--- src/kcnt_pkg.sv ---
// Package of the canonical k-mer counter: operation codes, back-end command
// codes, the command and configuration structs, and the sizing constants.
// No dependencies.
package kcnt_pkg;

  // Default sizing of the block.
  localparam int unsigned DefMaxK       = 8;
  localparam int unsigned DefCountWidth = 32;

  // Widest k-mer code that any legal MAX_K can give (MAX_K is at most 16).
  localparam int unsigned AddrMaxW = 32;

  // Entries in the queue between the front and the back.
  localparam int unsigned QueueDepth = 4;

  // Fixed widths of the item fields.
  localparam int unsigned OpW       = 2;
  localparam int unsigned CharW     = 8;
  localparam int unsigned ReadIdxW  = 16;
  localparam int unsigned OutW      = 32;
  localparam int unsigned KLenW     = 4;

  // Register reset values.
  localparam logic [KLenW-1:0] KLengthReset   = 4'd3;
  localparam logic             CanonicalReset = 1'b1;

  // ASCII codes of the four bases.
  localparam logic [CharW-1:0] CharA = 8'h41;
  localparam logic [CharW-1:0] CharC = 8'h43;
  localparam logic [CharW-1:0] CharG = 8'h47;
  localparam logic [CharW-1:0] CharT = 8'h54;

  typedef enum logic [OpW-1:0] {
    OP_FEED  = 2'd0,
    OP_END   = 2'd1,
    OP_READ  = 2'd2,
    OP_CLEAR = 2'd3
  } op_e;

  typedef enum logic [1:0] {
    CMD_INC   = 2'd0,
    CMD_DROP  = 2'd1,
    CMD_READ  = 2'd2,
    CMD_CLEAR = 2'd3
  } cmd_e;

  // Register indexes of the configuration port.
  typedef enum logic {
    REG_K_LENGTH  = 1'b0,
    REG_CANONICAL = 1'b1
  } reg_e;

  typedef struct packed {
    cmd_e                kind;
    logic [AddrMaxW-1:0] addr;
  } cmd_t;

  typedef struct packed {
    logic [KLenW-1:0] k_length;
    logic             canonical_mode;
  } cfg_t;

endpackage

--- src/kcnt_if.sv ---
// Stream interfaces of the canonical k-mer counter: the item channel and the
// result channel, each with valid/ready. Depends on kcnt_pkg.
interface kcnt_in_if
  import kcnt_pkg::*;
();
  logic                valid;
  logic                ready;
  logic [OpW-1:0]      op;
  logic [CharW-1:0]    base_char;
  logic [ReadIdxW-1:0] read_index;

  modport source (output valid, output op, output base_char, output read_index,
                  input ready);
  modport sink   (input valid, input op, input base_char, input read_index,
                  output ready);
endinterface


--- src/kcnt_front.sv ---
// Front end of the k-mer counter: accepts items, keeps the rolling codes and
// run counters; turns windows, reads and clears into commands. Uses kcnt_pkg.
module kcnt_front
  import kcnt_pkg::*;
#(
  parameter int unsigned MAX_K = DefMaxK
) (
  input  logic       clk_i,
  input  logic       rst_ni,
  input  cfg_t       cfg_i,
  kcnt_in_if.sink    in_i,
  input  logic       q_full_i,
  output logic       push_o,
  output cmd_t       push_cmd_o
);

  localparam int unsigned CodeW = 2 * MAX_K;
  localparam int unsigned KW    = $clog2(MAX_K + 1);
  localparam int unsigned ShW   = $clog2(CodeW + 1);

  logic [CodeW-1:0] fwd_q, fwd_d, rev_q, rev_d;
  logic [KW-1:0]    bases_q, bases_d, run_q, run_d;
  logic [KW-1:0]    eff_k;
  logic [CodeW-1:0] mask, idx;
  logic [ShW-1:0]   mask_sh, top_sh;
  logic [1:0]       code;
  logic             ok, accept;

  assign in_i.ready = !q_full_i;
  assign accept     = in_i.valid && in_i.ready;

  // A k of zero acts as one, a k above MAX_K as MAX_K.
  always_comb begin
    if (cfg_i.k_length == '0) begin
      eff_k = KW'(1);
    end else if (5'(cfg_i.k_length) > 5'(MAX_K)) begin
      eff_k = KW'(MAX_K);
    end else begin
      eff_k = KW'(cfg_i.k_length);
    end
  end

  always_comb begin
    ok   = 1'b1;
    code = 2'd0;
    unique case (in_i.base_char)
      CharA:   code = 2'd0;
      CharC:   code = 2'd1;
      CharG:   code = 2'd2;
      CharT:   code = 2'd3;
      default: ok = 1'b0;
    endcase
  end

  assign mask_sh = ShW'(CodeW) - ShW'({eff_k, 1'b0});
  assign top_sh  = ShW'({eff_k - KW'(1), 1'b0});
  assign mask    = {CodeW{1'b1}} >> mask_sh;

  always_comb begin
    fwd_d   = ((fwd_q << 2) | CodeW'(code)) & mask;
    rev_d   = ((rev_q & mask) >> 2) | (CodeW'(2'd3 - code) << top_sh);
    bases_d = (bases_q > eff_k) ? eff_k : bases_q;
    run_d   = (run_q > eff_k) ? eff_k : run_q;
    if (bases_d < eff_k) begin
      bases_d = bases_d + KW'(1);
    end
    if (!ok) begin
      run_d = '0;
    end else if (run_d < eff_k) begin
      run_d = run_d + KW'(1);
    end
  end

  assign idx = (cfg_i.canonical_mode && (rev_d < fwd_d)) ? rev_d : fwd_d;

  always_comb begin
    push_o          = 1'b0;
    push_cmd_o.kind = CMD_INC;
    push_cmd_o.addr = AddrMaxW'(idx);
    unique case (op_e'(in_i.op))
      OP_FEED: begin
        push_o          = accept && (bases_d == eff_k);
        push_cmd_o.kind = (run_d == eff_k) ? CMD_INC : CMD_DROP;
      end
      OP_READ: begin
        push_o          = accept;
        push_cmd_o.kind = CMD_READ;
        push_cmd_o.addr = AddrMaxW'(CodeW'(in_i.read_index));
      end
      OP_CLEAR: begin
        push_o          = accept;
        push_cmd_o.kind = CMD_CLEAR;
      end
      default: push_o = 1'b0;
    endcase
  end

  always_ff @(posedge clk_i or negedge rst_ni) begin
    if (!rst_ni) begin
      fwd_q   <= '0;
      rev_q   <= '0;
      bases_q <= '0;
      run_q   <= '0;
    end else if (accept) begin
      if (op_e'(in_i.op) == OP_FEED) begin
        fwd_q   <= fwd_d;
        rev_q   <= rev_d;
        bases_q <= bases_d;
        run_q   <= run_d;
      end else if (op_e'(in_i.op) == OP_END) begin
        fwd_q   <= '0;
        rev_q   <= '0;
        bases_q <= '0;
        run_q   <= '0;
      end
    end
  end

endmodule

--- src/flat_wrapper.sv ---
// flat-port wrapper written by rule: the top's interface ports become plain ports
module kcnt_front_flat import kcnt_pkg::*;
#(
  parameter int unsigned MAX_K = DefMaxK
)
  (clk_i, rst_ni, cfg_i, q_full_i, push_o, push_cmd_o, in_i_valid, in_i_op, in_i_base_char, in_i_read_index, in_i_ready);
  kcnt_in_if in_i_i ();
  input  logic clk_i;
  input  logic rst_ni;
  input  cfg_t cfg_i;
  input  logic q_full_i;
  output logic push_o;
  output cmd_t push_cmd_o;
  input wire logic [$bits(in_i_i.valid)-1:0] in_i_valid;
  input wire logic [$bits(in_i_i.op)-1:0] in_i_op;
  input wire logic [$bits(in_i_i.base_char)-1:0] in_i_base_char;
  input wire logic [$bits(in_i_i.read_index)-1:0] in_i_read_index;
  output wire logic [$bits(in_i_i.ready)-1:0] in_i_ready;
  assign in_i_i.valid = in_i_valid;
  assign in_i_i.op = in_i_op;
  assign in_i_i.base_char = in_i_base_char;
  assign in_i_i.read_index = in_i_read_index;
  assign in_i_ready = in_i_i.ready;
  kcnt_front #(.MAX_K(MAX_K)) u_core (.clk_i(clk_i), .rst_ni(rst_ni), .cfg_i(cfg_i), .in_i(in_i_i), .q_full_i(q_full_i), .push_o(push_o), .push_cmd_o(push_cmd_o));
endmodule
--- config.mk ---
export PLATFORM = sky130hd
export DESIGN_NAME = kcnt_front_flat
export DESIGN_NICKNAME = d
export VERILOG_FILES = /design/src/kcnt_pkg.sv /design/src/kcnt_if.sv /design/src/kcnt_front.sv /design/src/flat_wrapper.sv
export SDC_FILE = /design/constraint.sdc
export NUM_CORES = 1
export LEC_CHECK = 0
export BUFFER_PORTS_ARGS = -buffer_cell sky130_fd_sc_hd__buf_4
export CAP_MARGIN = 20
export CORE_ASPECT_RATIO = 0.5
export CORE_MARGIN = 2
export CORE_UTILIZATION = 56
export DETAILED_ROUTE_END_ITERATION = 10
export PLACE_DENSITY = 0.78
export SETUP_SLACK_MARGIN = 0.02
export SLEW_MARGIN = 25
export SYNTH_ARGS = -nofsm -noshare
export SYNTH_HDL_FRONTEND = slang
export SYNTH_SLANG_ARGS = --single-unit
export TNS_END_PERCENT = 5
--- constraint.sdc ---
create_clock -name clk_i -period 9.35 [get_ports clk_i]
set_input_delay 2.805 -clock clk_i [delete_from_list [all_inputs] [get_ports clk_i]]
set_output_delay 2.805 -clock clk_i [all_outputs]
set_load 0.02 [all_outputs]
**Word level (Yosys, flattened, before mapping)**

Index checks and enable logic that the tools add are counted.

- Input bits: 35
- Bits in registers: 38

- Magnitude comparators: 6
- Multiplexer cells: 20
- Reduce and logical (&&, ||, !) cells: 10
- Bitwise operators: 4
- Shifts and indexed selects: 2
- $add $sub $neg: 5
- Equal/unequal tests: 9

Operator list:

| cell | count |
|---|---|
| $mux W16 | 4 |
| $mux W4 | 10 |
| $and A16 B16 Y16 | 2 |
| $eq A8 B7 Y1 const B | 4 |
| $lt A16 B16 Y1 | 1 |
| $or A14 B16 Y16 | 1 |
| $or A16 B2 Y16 | 1 |
| $shl A16 B5 Y16 | 1 |
| $shr A16 B5 Y16 const A | 1 |
| $mux W14 | 1 |
| $pmux W2 S3 | 2 |
| $add A4 B1 Y4 const B | 2 |
| $eq A4 B4 Y1 | 2 |
| $gt A4 B4 Y1 | 2 |
| $lt A4 B4 Y1 | 2 |
| $sub A5 B5 Y5 const A | 1 |
| $eq A2 B2 Y1 const B | 2 |
| $gt A4 B4 Y1 const B | 1 |
| $logic_not A4 Y1 | 1 |
| $reduce_or A4 Y1 | 1 |
| $sub A4 B1 Y4 const B | 1 |
| $logic_and A1 B1 Y1 | 3 |
| $sub A2 B2 Y3 const A | 1 |
| $eq A2 B1 Y1 const B | 1 |
| 7 further kinds | 8 |

**Logic depth before layout (Yosys ltp)**

- Word-level depth: 11
- Depth in mapped cells: 18
- Gate-level depth less buffers: 17

**Worst setup path after synthesis**

No wires, ideal clock.

- Path kind: in2out
- Start point: input port cfg_i[4] in the netlist's numbering
- End point: output port push_o
- Arrival time: 6274 ps
- Data required time: 6545 ps
- Slack: 271 ps
- Stages on the path: 16
- Cell sequence: buf_2 > nor2b_1 > inv_1 > ha_1 > nand4_1 > o21ai_0 > a21oi_2 > mux2i_1 > inv_1 > ha_1 > and3_1 > a211o_1 > or2_1 > xnor2_1 > or3_1 > a21oi_1

- Cells in the longest elaborated chain, start to end: 10

RTL lines:

| what | RTL line | source |
|---|---|---|
| start, declared | flat_wrapper.sv:10 | `input cfg_t cfg_i;` |
| $gt A4 B4 Y1 | kcnt_front.sv:36 | `end else if (5'(cfg_i.k_length) > 5'(MAX_K)) begin` |
| $mux W4 | kcnt_front.sv:36 |  |
| $mux W4 (*) | kcnt_front.sv:34 | `if (cfg_i.k_length == '0) begin` |
| $gt A4 B4 Y1 | kcnt_front.sv:62 | `bases_d = (bases_q > eff_k) ? eff_k : bases_q;` |
| $mux W4 | kcnt_front.sv:62 |  |
| $add A4 B1 Y4 / $lt A4 B4 Y1 (equally long branches) | kcnt_front.sv:65, kcnt_front.sv:64 |  |
| $mux W4 | kcnt_front.sv:64 | `if (bases_d < eff_k) begin` |
| $eq A4 B4 Y1 (*) | kcnt_front.sv:82 | `push_o = accept && (bases_d == eff_k);` |
| $logic_and A1 B1 Y1 (*) | kcnt_front.sv:82 |  |
| $pmux W1 S2 (*) | kcnt_front.sv:80 | `unique case (op_e'(in_i.op))` |
| end, declared | flat_wrapper.sv:12 | `output logic push_o;` |

Mark *: on every way between the ends. The rest lies on a longest branch, timed or not.

**Final worst setup path**

- Start point: input port cfg_i[3] in the netlist's numbering
- End point: output port push_o

The elaborated chain is that of the path after synthesis.

==> metrics <==
outcome=finished clean; Max FO, Critical Path=6; n_diodes=0; largest net degree at the start of global routing=52; Util after Layout=0.706; iteration count of the initial detailed-routing pass=4; PnR Total Power=0.678 mW; met1 global-route usage=0.398; gr ovfl total=0; area of the multi-input gates=2450 sq um; min cycle time layout=9.16 ns; final hold vios=0; Post-synth EDFFs=0; max-cap violation count=0; fin. max-slew vios=0; startpoint types=input port; vias in the first global route=2904; critical path endpoint category=output pin; DR iter-0 viols=230; first-pass GRT wire length=14700 um; post-synth top area cell=dfrtp_1; CTS Root Cell=clkbuf_16; Synth cell types=61; share of cells above drive strength 1=0.237; Syn. warnings=0; nets=563; met3 usage=0.0710; routed vias/inst=5.64; area growth from synthesis to layout=21.6%; Worst path slowest cell=mux2_2; DR DRC count=0; Die H=60.2 um; layer with the highest usage=met2; TritonCTS Sinks=36; Synth top area share=0.255; Worst-Skew Late Latency=0.28 ns; cell area after synthesis=3530 sq um; gpl congestion=0.910; met2 usage=0.424; CP cell instances=buf_4 -> o21ba_4 -> nor2_8 -> ha_1 -> nand4_1 -> o21ai_0 -> a21oi_2 -> mux2_2 -> ha_1 -> and3_1 -> a211o_1 -> nand3b_1 -> xnor2_1 -> or3_1 -> a21oi_1 -> buf_4; RSZ-0062 raised after global routing=true; post-place setup slack=0.0295 ns; Seq/Total Area, Yosys=0.255; Yosys reg bits=36; Tot GR Track Use=0.276; detailed placement HPWL=6870 um; FMAX=109 MHz; Initial Util=0.581; WP data arrival=6.35 ns; cell family with most CP delay=compound AO/OA/AOI/OAI gates; critical path class=in -> out; critical path's largest stage delay=0.43 ns; pwr dens=158 nW/um^2; core region area=6080 sq um; Async S/R FF share, synth=1.00; Placed Instances=572; fin cells=582; Routed Wire Length=9130 um; synthesized netlist cell count=426; CTS H-tree lvls=2; std cell rows=20; CTS tree=yes; final period utilization=0.979; final setup TNS=0 ns; DR WL/cell=15.7 um; initial antenna violation count=0; worst hold path type=reg -> reg; I/O Buffers=54; Clock transition at path regs=0.05 ns; setup ws final=0.194 ns; Max Clock Skew=0.00471 ns; Buf/Inv on CP=2; Static Leak=2.07 nW; Filler Cells Inserted=494; Slew headroom=0.387; Vias=3280; Die Width=116 um; ys flop type=dfrtp_1; die area=7000 sq um; worst slew pin tran=0.916 ns; io pins=71; Max clock buf depth=2; Area contributors post-synth=dfrtp_1 (26%), ha_1 (12%), nand2_1 (7.1%), a21o_1 (4.3%), mux2i_1 (3.7%); CTS Buf Count=5; VDD IR-drop max=0.0828 mV; DRT antenna net count=0; Final Setup Violations=0; Syn Area/Cell=8.29 sq um; register cell area after layout=901 sq um; CP required=6.55 ns
## cell type report
cell class                      instances  share of cell area
Tap cell                               88              0.0256
Clock inverter                          1             0.00117
Sequential cell                        36               0.210
Multi-Input combinational cell        346               0.570
Clock buffer                            6              0.0300
Timing Repair Buffer                   80               0.140
Inverter                               25              0.0236
## cell usage in the layout, fill, tap and decap left out, types with 2 or more instances in the layout
cell       count
nor3_1         2
a21oi_2        2
nor2b_1        4
nor3b_1        2
mux2_1         2
dfrtp_1       36
o211ai_1       3
o21ai_0       23
nand3_1        5
clkbuf_16      5
and4bb_2       2
o31ai_1       13
a22o_1        14
inv_1         22
nand4_1        4
or3_1          2
a21oi_1        7
nor2_1        25
buf_4         80
nand2b_1       9
and3_1         2
conb_1        16
a31oi_1        4
o21ai_1       17
mux2_2         3
nand2_1       67
ha_1          33
mux2i_1       12
nand3b_1       6
nor2b_4        2
xnor2_1        8
o22ai_1        2
or2_2          2
a21o_1        20
a211o_1        4
xor2_1         3
## power breakdown
part | internal [mW] | switching (mW) | total, mW
combinational | 0.155 | 0.186 | 0.341
sequential | 0.168 | 0.0104 | 0.178
clock | 0.0968 | 0.0623 | 0.159
total | 0.419 | 0.259 | 0.678
## per-stage QoR
step	cell area (sq um)	hold WS, ns
after CTS	4230	0.482
final	4290	0.480
after floorplan	3590	0.441
after detailed placement	4090	0.471
after global placement	4090	0.465
after global routing	4290	0.508
## worst register-to-register path: stages, from the launching register on
cell and delay (ns):
dfrtp_1 0.42, inv_1 0.08, ha_1 0.30, nand4_1 0.09, o21ai_0 0.12, a21oi_2 0.31, mux2_2 0.43, ha_1 0.30
and3_1 0.17, a211o_1 0.34, or2_1 0.26, xnor2_1 0.21, o21ai_0 0.12
## flip-flops by register name (all words and copies together) (netlist names)
name            flops
u_core.bases_q      4
u_core.fwd_q       14
u_core.rev_q       14
u_core.run_q        4
## layer usage
layer	wire length, um	part of all wire	vias up
li1	-	-	1624
met4	58	0.0064	0
met3	637	0.070	7
met5	0	0	-
met2	3870	0.42	115
met1	4560	0.50	1534
## synthesized netlist by cell type, drive strengths merged (4+ instances only)
master,number
a21o,20
buf,19
nand3,5
a31oi,5
o21ai,40
nand4,4
ha,34
mux2i,13
o31ai,13
xnor2,8
mux2,5
dfrtp,36
a22o,14
a21oi,10
clkbuf,15
inv,25
a211o,4
nor2b,7
nand2b,9
nor2,27
nand2,67
nand3b,6
## worst paths after layout
| path | endpoint | depth (start not counted) | slack (ns) | from |
|---|---|---|---|---|
| max | push_o | 16 | 0.19 | cfg_i[3] |
| min | u_core.fwd_q[9] | 2 | 0.48 | u_core.fwd_q[9] |
| max reg2reg | u_core.bases_q[2] | 12 | 6.06 | u_core.bases_q[0] |
| min reg2reg | u_core.fwd_q[9] | 2 | 0.48 | u_core.fwd_q[9] |
| max in group asynchronous | u_core.run_q[2] | 1 | 6.53 | rst_ni |
| min in group asynchronous | u_core.fwd_q[2] | 1 | 2.48 | rst_ni |
## what timing repair did
action | in CTS | in global routing
setup endpoints to repair | 1 | 16
pin swaps | 0 | 2
gates resized for setup | 1 | 9
buffers inserted | 0 | 3
hold buffers | 0 | 0
gates cloned | 0 | 0
## logic make-up after synthesis
logic type	share of synthesized area
adder cells (fa/ha/maj)	0.120
AND/OR/NAND/NOR	0.206
multiplexers	0.0528
other	0.00106
XOR/XNOR	0.0273
AO/OA/AOI/OAI	0.255
flip-flops	0.255
buffers and inverters	0.0822
No activity file was read; power rests on OpenSTA's default activity.
