<file path="config.mk">
export PLATFORM = sky130hd
export DESIGN_NAME = kcnt_queue
export DESIGN_NICKNAME = d
export VERILOG_FILES = /design/src/kcnt_pkg.sv /design/src/kcnt_queue.sv
export SDC_FILE = /design/constraint.sdc
export NUM_CORES = 1
export LEC_CHECK = 0
export BUFFER_PORTS_ARGS = -buffer_cell sky130_fd_sc_hd__clkbuf_2
export CORE_ASPECT_RATIO = 0.5
export CORE_MARGIN = 2
export CORE_UTILIZATION = 40
export CTS_BUF_LIST = sky130_fd_sc_hd__clkbuf_4
export DETAILED_ROUTE_END_ITERATION = 8
export GPL_TIMING_DRIVEN = 0
export PLACE_DENSITY_LB_ADDON = 0.2
export SLEW_MARGIN = 10
export SYNTH_ARGS = -nofsm -noshare
export SYNTH_HDL_FRONTEND = slang
export SYNTH_SLANG_ARGS = --single-unit
export TNS_END_PERCENT = 10
</file>
<file path="constraint.sdc">
create_clock -name clk_i -period 3.4 [get_ports clk_i]
set_input_delay 0 -clock clk_i [delete_from_list [all_inputs] [get_ports clk_i]]
set_output_delay 0 -clock clk_i [all_outputs]
set_load 0.05 [all_outputs]
</file>
<file path="src/kcnt_pkg.sv">
// Package of the canonical k-mer counter: operation codes, back-end command
// codes, the command and configuration structs, and the sizing constants.
// No dependencies.
package kcnt_pkg;

  // Default sizing of the block.
  localparam int unsigned DefMaxK       = 8;
  localparam int unsigned DefCountWidth = 32;

  // Widest k-mer code that any legal MAX_K can give (MAX_K is at most 16).
  localparam int unsigned AddrMaxW = 32;

  // Entries in the queue between the front and the back.
  localparam int unsigned QueueDepth = 4;

  // Fixed widths of the item fields.
  localparam int unsigned OpW       = 2;
  localparam int unsigned CharW     = 8;
  localparam int unsigned ReadIdxW  = 16;
  localparam int unsigned OutW      = 32;
  localparam int unsigned KLenW     = 4;

  // Register reset values.
  localparam logic [KLenW-1:0] KLengthReset   = 4'd3;
  localparam logic             CanonicalReset = 1'b1;

  // ASCII codes of the four bases.
  localparam logic [CharW-1:0] CharA = 8'h41;
  localparam logic [CharW-1:0] CharC = 8'h43;
  localparam logic [CharW-1:0] CharG = 8'h47;
  localparam logic [CharW-1:0] CharT = 8'h54;

  typedef enum logic [OpW-1:0] {
    OP_FEED  = 2'd0,
    OP_END   = 2'd1,
    OP_READ  = 2'd2,
    OP_CLEAR = 2'd3
  } op_e;

  typedef enum logic [1:0] {
    CMD_INC   = 2'd0,
    CMD_DROP  = 2'd1,
    CMD_READ  = 2'd2,
    CMD_CLEAR = 2'd3
  } cmd_e;

  // Register indexes of the configuration port.
  typedef enum logic {
    REG_K_LENGTH  = 1'b0,
    REG_CANONICAL = 1'b1
  } reg_e;

  typedef struct packed {
    cmd_e                kind;
    logic [AddrMaxW-1:0] addr;
  } cmd_t;

  typedef struct packed {
    logic [KLenW-1:0] k_length;
    logic             canonical_mode;
  } cfg_t;

endpackage

</file>
<file path="src/kcnt_queue.sv">
// Short command queue between the front and the back of the k-mer counter.
// Uses kcnt_pkg for the command struct and the depth.
module kcnt_queue
  import kcnt_pkg::*;
(
  input  logic clk_i,
  input  logic rst_ni,
  input  logic push_i,
  input  cmd_t push_cmd_i,
  output logic full_o,
  input  logic pop_i,
  output logic head_valid_o,
  output cmd_t head_cmd_o
);

  localparam int unsigned PtrW = $clog2(QueueDepth);
  localparam int unsigned CntW = $clog2(QueueDepth + 1);

  cmd_t            entry_q [QueueDepth];
  logic [PtrW-1:0] wr_ptr_q, rd_ptr_q;
  logic [CntW-1:0] count_q;
  logic            do_push, do_pop;

  assign full_o       = (count_q == CntW'(QueueDepth));
  assign head_valid_o = (count_q != '0);
  assign head_cmd_o   = entry_q[rd_ptr_q];
  assign do_push      = push_i && !full_o;
  assign do_pop       = pop_i && head_valid_o;

  always_ff @(posedge clk_i) begin
    if (do_push) begin
      entry_q[wr_ptr_q] <= push_cmd_i;
    end
  end

  always_ff @(posedge clk_i or negedge rst_ni) begin
    if (!rst_ni) begin
      wr_ptr_q <= '0;
      rd_ptr_q <= '0;
      count_q  <= '0;
    end else begin
      if (do_push) begin
        wr_ptr_q <= (wr_ptr_q == PtrW'(QueueDepth - 1)) ? '0 : wr_ptr_q + PtrW'(1);
      end
      if (do_pop) begin
        rd_ptr_q <= (rd_ptr_q == PtrW'(QueueDepth - 1)) ? '0 : rd_ptr_q + PtrW'(1);
      end
      if (do_push && !do_pop) begin
        count_q <= count_q + CntW'(1);
      end else if (do_pop && !do_push) begin
        count_q <= count_q - CntW'(1);
      end
    end
  end

endmodule

</file>
After elaboration in Yosys (flattened, before gate mapping)
Memory sizes are Yosys's and may differ from the RTL's. Cells that the tools add are included.

Output and inout port bits: 36. Register bits after elaboration: 7. Input bits: 38. Word-level logic and storage cells: 26. Memories: 1. RAM bits: 136.

Memory list: entry_q (words 4, bits a word 34, rd ports 1, clocked after memory_dff 0, wr ports 1, RTL line kcnt_queue.sv:19) `cmd_t entry_q [QueueDepth];`.

Eq/ne operators: 3. $add $sub $neg: 4. Multiplexer cells: 6. Reductions and logical operators: 9.

Operator list (number): $mux W3 (2); $add A2 B1 Y2 const B (2); $eq A2 B2 Y1 const B (2); $logic_and A1 B1 Y1 (4); $mux W2 (2); $add A3 B1 Y3 const B (1); $eq A3 B3 Y1 const B (1); $logic_not A1 Y1 (3); $reduce_bool A3 Y1 (1); $sub A3 B1 Y3 const B (1); $mux W1 (2); $reduce_bool A2 Y1 (1).

Depth between registers and ports, before layout
Gate-level depths: netlist of the first run.

Word-level depth: 7. Gate-level depth with buffers: 8. Depth with buffers taken out: 8.

Least setup slack after synthesis of the first run
OpenSTA, ideal clock, no wires.

Path type: register to register. Start point: register count_q[2]. End point: memory entry_q[3][0] in the netlist's numbering, enable pin. Period minus slack after synthesis: 2.511 ns. Data required time: 2.974 ns. Stages on the path, launching flop included: 3. Library setup time: 0.426 ns. Arrival time: 2.086 ns. Setup slack: 0.889 ns. Path buffers: 0. Path through: dfrtp_1 nor3b_4 nor2_1.

Word-level cells in the longest chain between the ends: 5.

RTL lines: start: declaration (RTL line kcnt_queue.sv:21) `logic [CntW-1:0] count_q;`; start signal: assignment (RTL line kcnt_queue.sv:49) `count_q <= count_q + CntW'(1);`; start signal: assignment (RTL line kcnt_queue.sv:51) `count_q <= count_q - CntW'(1);`; $eq A3 B3 Y1 (RTL line kcnt_queue.sv:24) `assign full_o = (count_q == CntW'(QueueDepth));`; via full_o (RTL line kcnt_queue.sv:10) `output logic full_o,`; $logic_not A1 Y1 (RTL line kcnt_queue.sv:27) `assign do_push = push_i && !full_o;`; $logic_and A1 B1 Y1 (RTL line kcnt_queue.sv:27); $mux W1 (RTL line kcnt_queue.sv:31) `if (do_push) begin`; $mux W1 (implied by the code) (RTL line kcnt_queue.sv:32) `entry_q[wr_ptr_q] <= push_cmd_i;`; end: declaration (RTL line kcnt_queue.sv:19).

The timed path passes the listed nets, and every way through them passes these cells.

Worst setup path in the final report of the first run
Start point: register count_q[0]. End point: register count_q[2].

Word-level cells in the longest chain between the ends: 6. Elaborated cells on any way between the ends: 14. Those cells by class: add/sub (2); eq/ne (1); mux (2); reduce/logical (9).

RTL lines: branches (longest 6 deep; another with $sub A3 B1 Y3).

Parallel ways; which one is timed is not known. The select of a mux whose other input is x is not followed. A chain may end at the register's enable or synchronous reset.

==> results of run 1 <==
cells by family (layout without fill, tap and decap cells):
logic type	Yosys count	after routing	share of synthesized area, %
xor+xnor	3	3	0.485
fa+ha+maj	7	7	1.76
simple gates	12	12	1.62
flops	143	143	78.7
buf+inv	11	158	1.89
mux	39	39	15.6
synth_stat cells (all sizes together):
cell	count	area, um^2
or3	1	11.3
mux4	34	788
edfxtp	136	4080
nor2	4	15.0
inv	3	11.3
dfrtp	7	175
buf	8	91.3
ha	6	75.1
mux2	5	56.3
and2	3	18.8
nand2	2	15.0
xor2	2	17.5
fa	1	20.0
nor2b	1	8.76
xnor2	1	8.76
nor3b	1	18.8
registers in the layout, summed over array words and instances (netlist names):
name,cells
count_q,3
entry_q,136
rd_ptr_q,2
wr_ptr_q,2
cell type report:
type	instances	area share [%]
plain buffers	8	1.35
clock buffers	18	2.00
clock inverters	14	2.11
inverters	3	0.166
multi-input cells	61	15.7
flip-flops and latches	143	63.0
well taps	170	3.14
repair buffers	115	12.5
power groups by stage:
stage / combinational (mW) / clock [mW] / sequential [mW]
after floorplan: 2.05 / 0 / 2.45
after global placement: 2.57 / 0 / 2.48
after detailed placement: 2.69 / 0 / 2.48
after CTS: 2.73 / 1.07 / 2.44
after global routing: 2.83 / 1.14 / 2.47
final: 2.67 / 1.03 / 2.44
worst max-delay path by stage:
stage	from	to	slack (ns)	cells past startpoint
3_5_place_dp	count_q[0]$_DFFE_PN0P_	count_q[2]$_DFFE_PN0P_	1.23	8
3_3_place_gp	wr_ptr_q[0]$_DFFE_PN0P_	entry_q[3][2]$_DFFE_PP_	-0.31	3
6_report	count_q[0]$_DFFE_PN0P_	count_q[2]$_DFFE_PN0P_	1.22	8
4_1_cts	count_q[0]$_DFFE_PN0P_	count_q[2]$_DFFE_PN0P_	1.20	8
5_1_grt	count_q[0]$_DFFE_PN0P_	count_q[2]$_DFFE_PN0P_	1.08	8
2_1_floorplan	count_q[2]$_DFFE_PN0P_	entry_q[3][0]$_DFFE_PP_	0.89	2
metal layers:
metal | GRT usage, % | vias up | part of all wire, %
li1 | - | 1196 | -
met1 | 17.6 | 1300 | 44
met2 | 23.2 | 60 | 50
met3 | 4.02 | 6 | 5.0
met4 | 5.64 | 0 | 0.78
met5 | 0 | - | 0
per-stage QoR:
stage | instance area [um^2] | setup slack [ns] | hold WS (ns) | setup TNS [ns]
after detailed placement | 6110 | 1.23 | -0.146 | 0
after global placement | 5990 | -0.314 | -0.161 | -10.61
after CTS | 6770 | 1.20 | 0.172 | 0
after global routing | 6770 | 1.08 | 0.187 | 0
after floorplan | 5420 | 0.889 | -0.296 | 0
final | 6770 | 1.22 | 0.247 | 0
worst max-delay path, delay by kind of cell, from the launching register on:
kind / cells / cell delay (ns)
xor+xnor: 2 / 0.34
fa+ha+maj: 2 / 0.57
buf+inv: 1 / 0.07
flops: 1 / 0.48
simple gates: 3 / 0.66
==> results.json, run 1 <==
{
  "antenna_found_initial": 0,
  "internal_power_mw": 3.68,
  "power_frac_clock_pct": 16.9,
  "power_density_nw_per_um2": 907,
  "synth_area_per_cell_um2": 25.2,
  "path_clk_slew_ns": 0.13,
  "required_ns": 3.83,
  "critical_path.cell_chain": "or3_4 > nand2_4 > ha_1 > inv_1 > fa_1 > xor2_1 > nor2_1 > xor2_1",
  "tightest_slew_ns": 0.653,
  "worst_hold_path_type": "in2reg",
  "cts_max_path_buffers": 2,
  "synth-seq-cells": 143,
  "finalCriticalPeriod_ns": 2.18,
  "vias": 2562,
  "r2r_start": "count_q[0]$_DFFE_PN0P_",
  "crit_type": "reg2reg",
  "reg2reg_depth": 8,
  "seqCellArea_um2": 4260,
  "relSlewSlack_pct": 56.4,
  "layout_common_cells": "136 x edfxtp_1, 73 x clkbuf_2, 38 x dlygate4sd3_1, 28 x mux4_2, 18 x clkbuf_4",
  "cts_sinks": 143,
  "cts_hold_buffers": 38,
  "area_delta_synth_final_pct": 24.9,
  "final_common_cell": "edfxtp_1",
  "place_congestion": 0.687,
  "die_x_um": 169,
  "die-area_um2": 14500,
  "initial_core_util_pct": 41.8,
  "first_iter_violations": 92,
  "syn_nets": 260,
  "grt_pass1_wl_mm": 14.7,
  "rsz0062_at_grt": "false",
  "hpwl_mm": 6.04,
  "ys_types": 21,
  "hp-start": "push_cmd_i[28]",
  "drcViolationCount": 0,
  "core_um2": 13000,
  "pwr-share-comb_pct": 43.5,
  "postCtsSetupBuffers": 0,
  "r2r_end": "count_q[2]$_DFFE_PN0P_",
  "yosysWarnings": 0,
  "hold_end": "entry_q[0][28]$_DFFE_PP_",
  "hold_viol": 0,
  "finalSetupViolCount": 0,
  "switching_share_pct": 40.1,
  "routed_wl_mm": 9.18,
  "cp_common_cell": "xor2_1",
  "cts_tree": "done",
  "synth_seq_area_share_pct": 78.7,
  "clock_latency_ns": 0.50,
  "static-leakage-power_nw": 2.41,
  "pwr-share-seq_pct": 39.7,
  "slowest_stage": "dfrtp_1",
  "power.switching_mw": 2.46,
  "fin_crit_sh_pct": 64.1,
  "critPathMaxFanout": 4,
  "nNetsFinal": 394,
  "rrSetupSlack_ns": 1.22,
  "die_y_um": 86.3,
  "power_mw": 6.14,
  "cts_resized": 0,
  "synth_area_um2": 5420,
  "hold_depth": 2,
  "grt_max_degree": 22,
  "status": "completed",
  "slew_viol_final": 0,
  "max_freq_mhz": 459,
  "numPortBuffers": 73,
  "finClkSkew_ns": 0.0132,
  "gr-total-overflow": 0,
  "final_util_pct": 52.2,
  "num_antenna_cells": 0,
  "first_global_vias": 2788,
  "wl_per_cell_um": 17.3,
  "final_cells": 532,
  "cap_violations": 0,
  "fillers": 1051,
  "synthCells": 215,
  "multi_input_area_um2": 1060,
  "numCtsBuffers": 17,
  "rows": 29,
  "cp-end-kind": "flop",
  "start_kind": "flop",
  "worstPathArrival_ns": 2.61,
  "ir_worst_vdd_v": 0.000436,
  "max_stage_delay_ns": 0.48,
  "drt-vias-per-instance": 4.82,
  "drt_pass1_iterations": 4,
  "ctsHtreeMaxLevel": 4,
  "pin_count": 74,
  "drtAntennaViolNets": 0,
  "root_buffer": "clkbuf_4",
  "layout-drive-gt1-share_pct": 43.1,
  "place_inst": 462,
  "grt_usage_pct": 13.9
}
(Power assumes the default switching activity.)
==> run 2, diff against run 1 <==
==> constraint.sdc (replaced) <==
create_clock -name clk_i -period 2.2 [get_ports clk_i]
set_input_delay 0 -clock clk_i [delete_from_list [all_inputs] [get_ports clk_i]]
set_output_delay 0 -clock clk_i [all_outputs]
set_load 0.05 [all_outputs]
==> run 2 against run 1 <==
Net effect:
- sequential power increased by 54%
- clock power rose by 58%
- worst setup slack worse by 1.1 ns
- via count rose by 0.43%
- total power is 55% higher
- first-iteration DRC count rose by 43%
- clock skew increased by 0.0033 ns
- global-route usage up 0.25 points
- fmax rose by 3.0%
- critical endpoint unchanged
==> results.json, run 2 (synthesis gave the netlist of run 1 again) <==
{
  "required_ns": 2.64,
  "slew_viol_final": 0,
  "drt-vias-per-instance": 4.84,
  "power_mw": 9.53,
  "final_common_cell": "edfxtp_1",
  "drt_pass1_iterations": 4,
  "worst_hold_path_type": "in2reg",
  "hold_viol": 0,
  "relSlewSlack_pct": 57.1,
  "power_density_nw_per_um2": 1410,
  "cts_tree": "done",
  "hpwl_mm": 5.87,
  "core_um2": 13000,
  "holdWs_ns": 0.241,
  "die_y_um": 86.3,
  "layout-drive-gt1-share_pct": 43.1,
  "root_buffer": "clkbuf_4",
  "grt_max_degree": 25,
  "wl_per_cell_um": 17.5,
  "top_regs": "entry_q: 136 flops, count_q: 3 flops",
  "first_iter_violations": 132,
  "finClkSkew_ns": 0.0165,
  "tightest_slew_ns": 0.642,
  "nNetsFinal": 394,
  "initial_core_util_pct": 41.8,
  "place_inst": 462,
  "top_register": "entry_q",
  "finalCriticalPeriod_ns": 2.12,
  "first_global_vias": 2871,
  "die-area_um2": 14500,
  "layout_common_cells": "136 x edfxtp_1, 73 x clkbuf_2, 38 x dlygate4sd3_1, 28 x mux4_2, 22 x clkbuf_4",
  "crit_type": "reg2reg",
  "pin_count": 74,
  "final_util_pct": 52.3,
  "worstPathArrival_ns": 2.56,
  "largest_reg_flops": 136,
  "final_cells": 532,
  "cp-end-kind": "flop",
  "numCtsBuffers": 17,
  "grt_usage_pct": 14.2,
  "cap_violations": 0,
  "num_antenna_cells": 0,
  "area_delta_synth_final_pct": 25.0,
  "rsz0062_at_grt": "false",
  "drtAntennaViolNets": 0,
  "gr-total-overflow": 0,
  "rows": 29,
  "clock_latency_ns": 0.51,
  "antenna_found_initial": 0,
  "ctsHtreeMaxLevel": 4,
  "ir_worst_vdd_v": 0.000773,
  "cts_max_path_buffers": 2,
  "vias": 2573,
  "grt_pass1_wl_mm": 15.0,
  "path_clk_slew_ns": 0.12,
  "finalSetupViolCount": 0,
  "max_freq_mhz": 472,
  "die_x_um": 169,
  "cts_sinks": 143,
  "place_congestion": 0.719,
  "static-leakage-power_nw": 2.40,
  "drcViolationCount": 0,
  "critPathMaxFanout": 4,
  "fin_crit_sh_pct": 96.2,
  "start_kind": "flop",
  "routed_wl_mm": 9.33,
  "numPortBuffers": 73,
  "status": "completed"
}
==> run 2: cell type report <==
type                            instances  area, um^2
Fill cell                            1039        6180
Sequential cell                       143        4260
Multi-Input combinational cell         61        1060
Timing Repair Buffer                  115         841
Tap cell                              170         213
Clock buffer                           19         143
Clock inverter                         13         140
Buffer                                  8        98.8
Inverter                                3        11.3
==> run 2: timing repair <==
action                                  CTS  global route
endpoints found under the hold margin   164             0
gates resized for setup                   0             3
buffers inserted                          0             0
endpoints found under the setup margin    0            10
hold buffers                             38             0
==> run 2: worst paths after layout <==
check                                            start                      end  slack [ns]  depth (start not counted)
worst max-delay path            count_q[0]$_DFFE_PN0P_   count_q[2]$_DFFE_PN0P_        0.08                          8
max in group asynchronous                       rst_ni  wr_ptr_q[0]$_DFFE_PN0P_        1.48                          3
worst max register to register  count_q[0]$_DFFE_PN0P_   count_q[2]$_DFFE_PN0P_        0.08                          8
min in group asynchronous                       rst_ni   count_q[1]$_DFFE_PN0P_        0.45                          3
worst min register to register  count_q[2]$_DFFE_PN0P_   count_q[2]$_DFFE_PN0P_        0.52                          1
worst min-delay path                     push_cmd_i[1]  entry_q[2][1]$_DFFE_PP_        0.24                          2
==> run 2: metal layers <==
layer | GRT usage (%) | wire length (um)
met5 | 0 | 0
met4 | 5.64 | 109
met3 | 3.79 | 364
met2 | 23.5 | 4640
met1 | 18.2 | 4220
==> run 2: power breakdown <==
part           total, mW  internal, mW  switching, mW
registers           3.76          3.60          0.169
clock network       1.63         0.703          0.928
logic               4.13          1.40           2.73
==> run 2: critical path, cell delays in order, from the launching register on <==
cell,delay (ns)
dfrtp_1,0.48
or3_4,0.44
nand2_4,0.10
ha_1,0.17
inv_1,0.06
fa_1,0.38
xor2_1,0.17
nor2_1,0.11
xor2_1,0.15
==> run 2: per-stage QoR <==
step	setup TNS [ns]	area, um^2	setup WS (ns)
floorplan	-0.0472	5420	-0.0472
global placement	-69.10	6000	-0.546
detailed placement	0	6100	0.0927
CTS	0	6760	0.0604
global route	0	6770	0.00797
finish	0	6770	0.0833
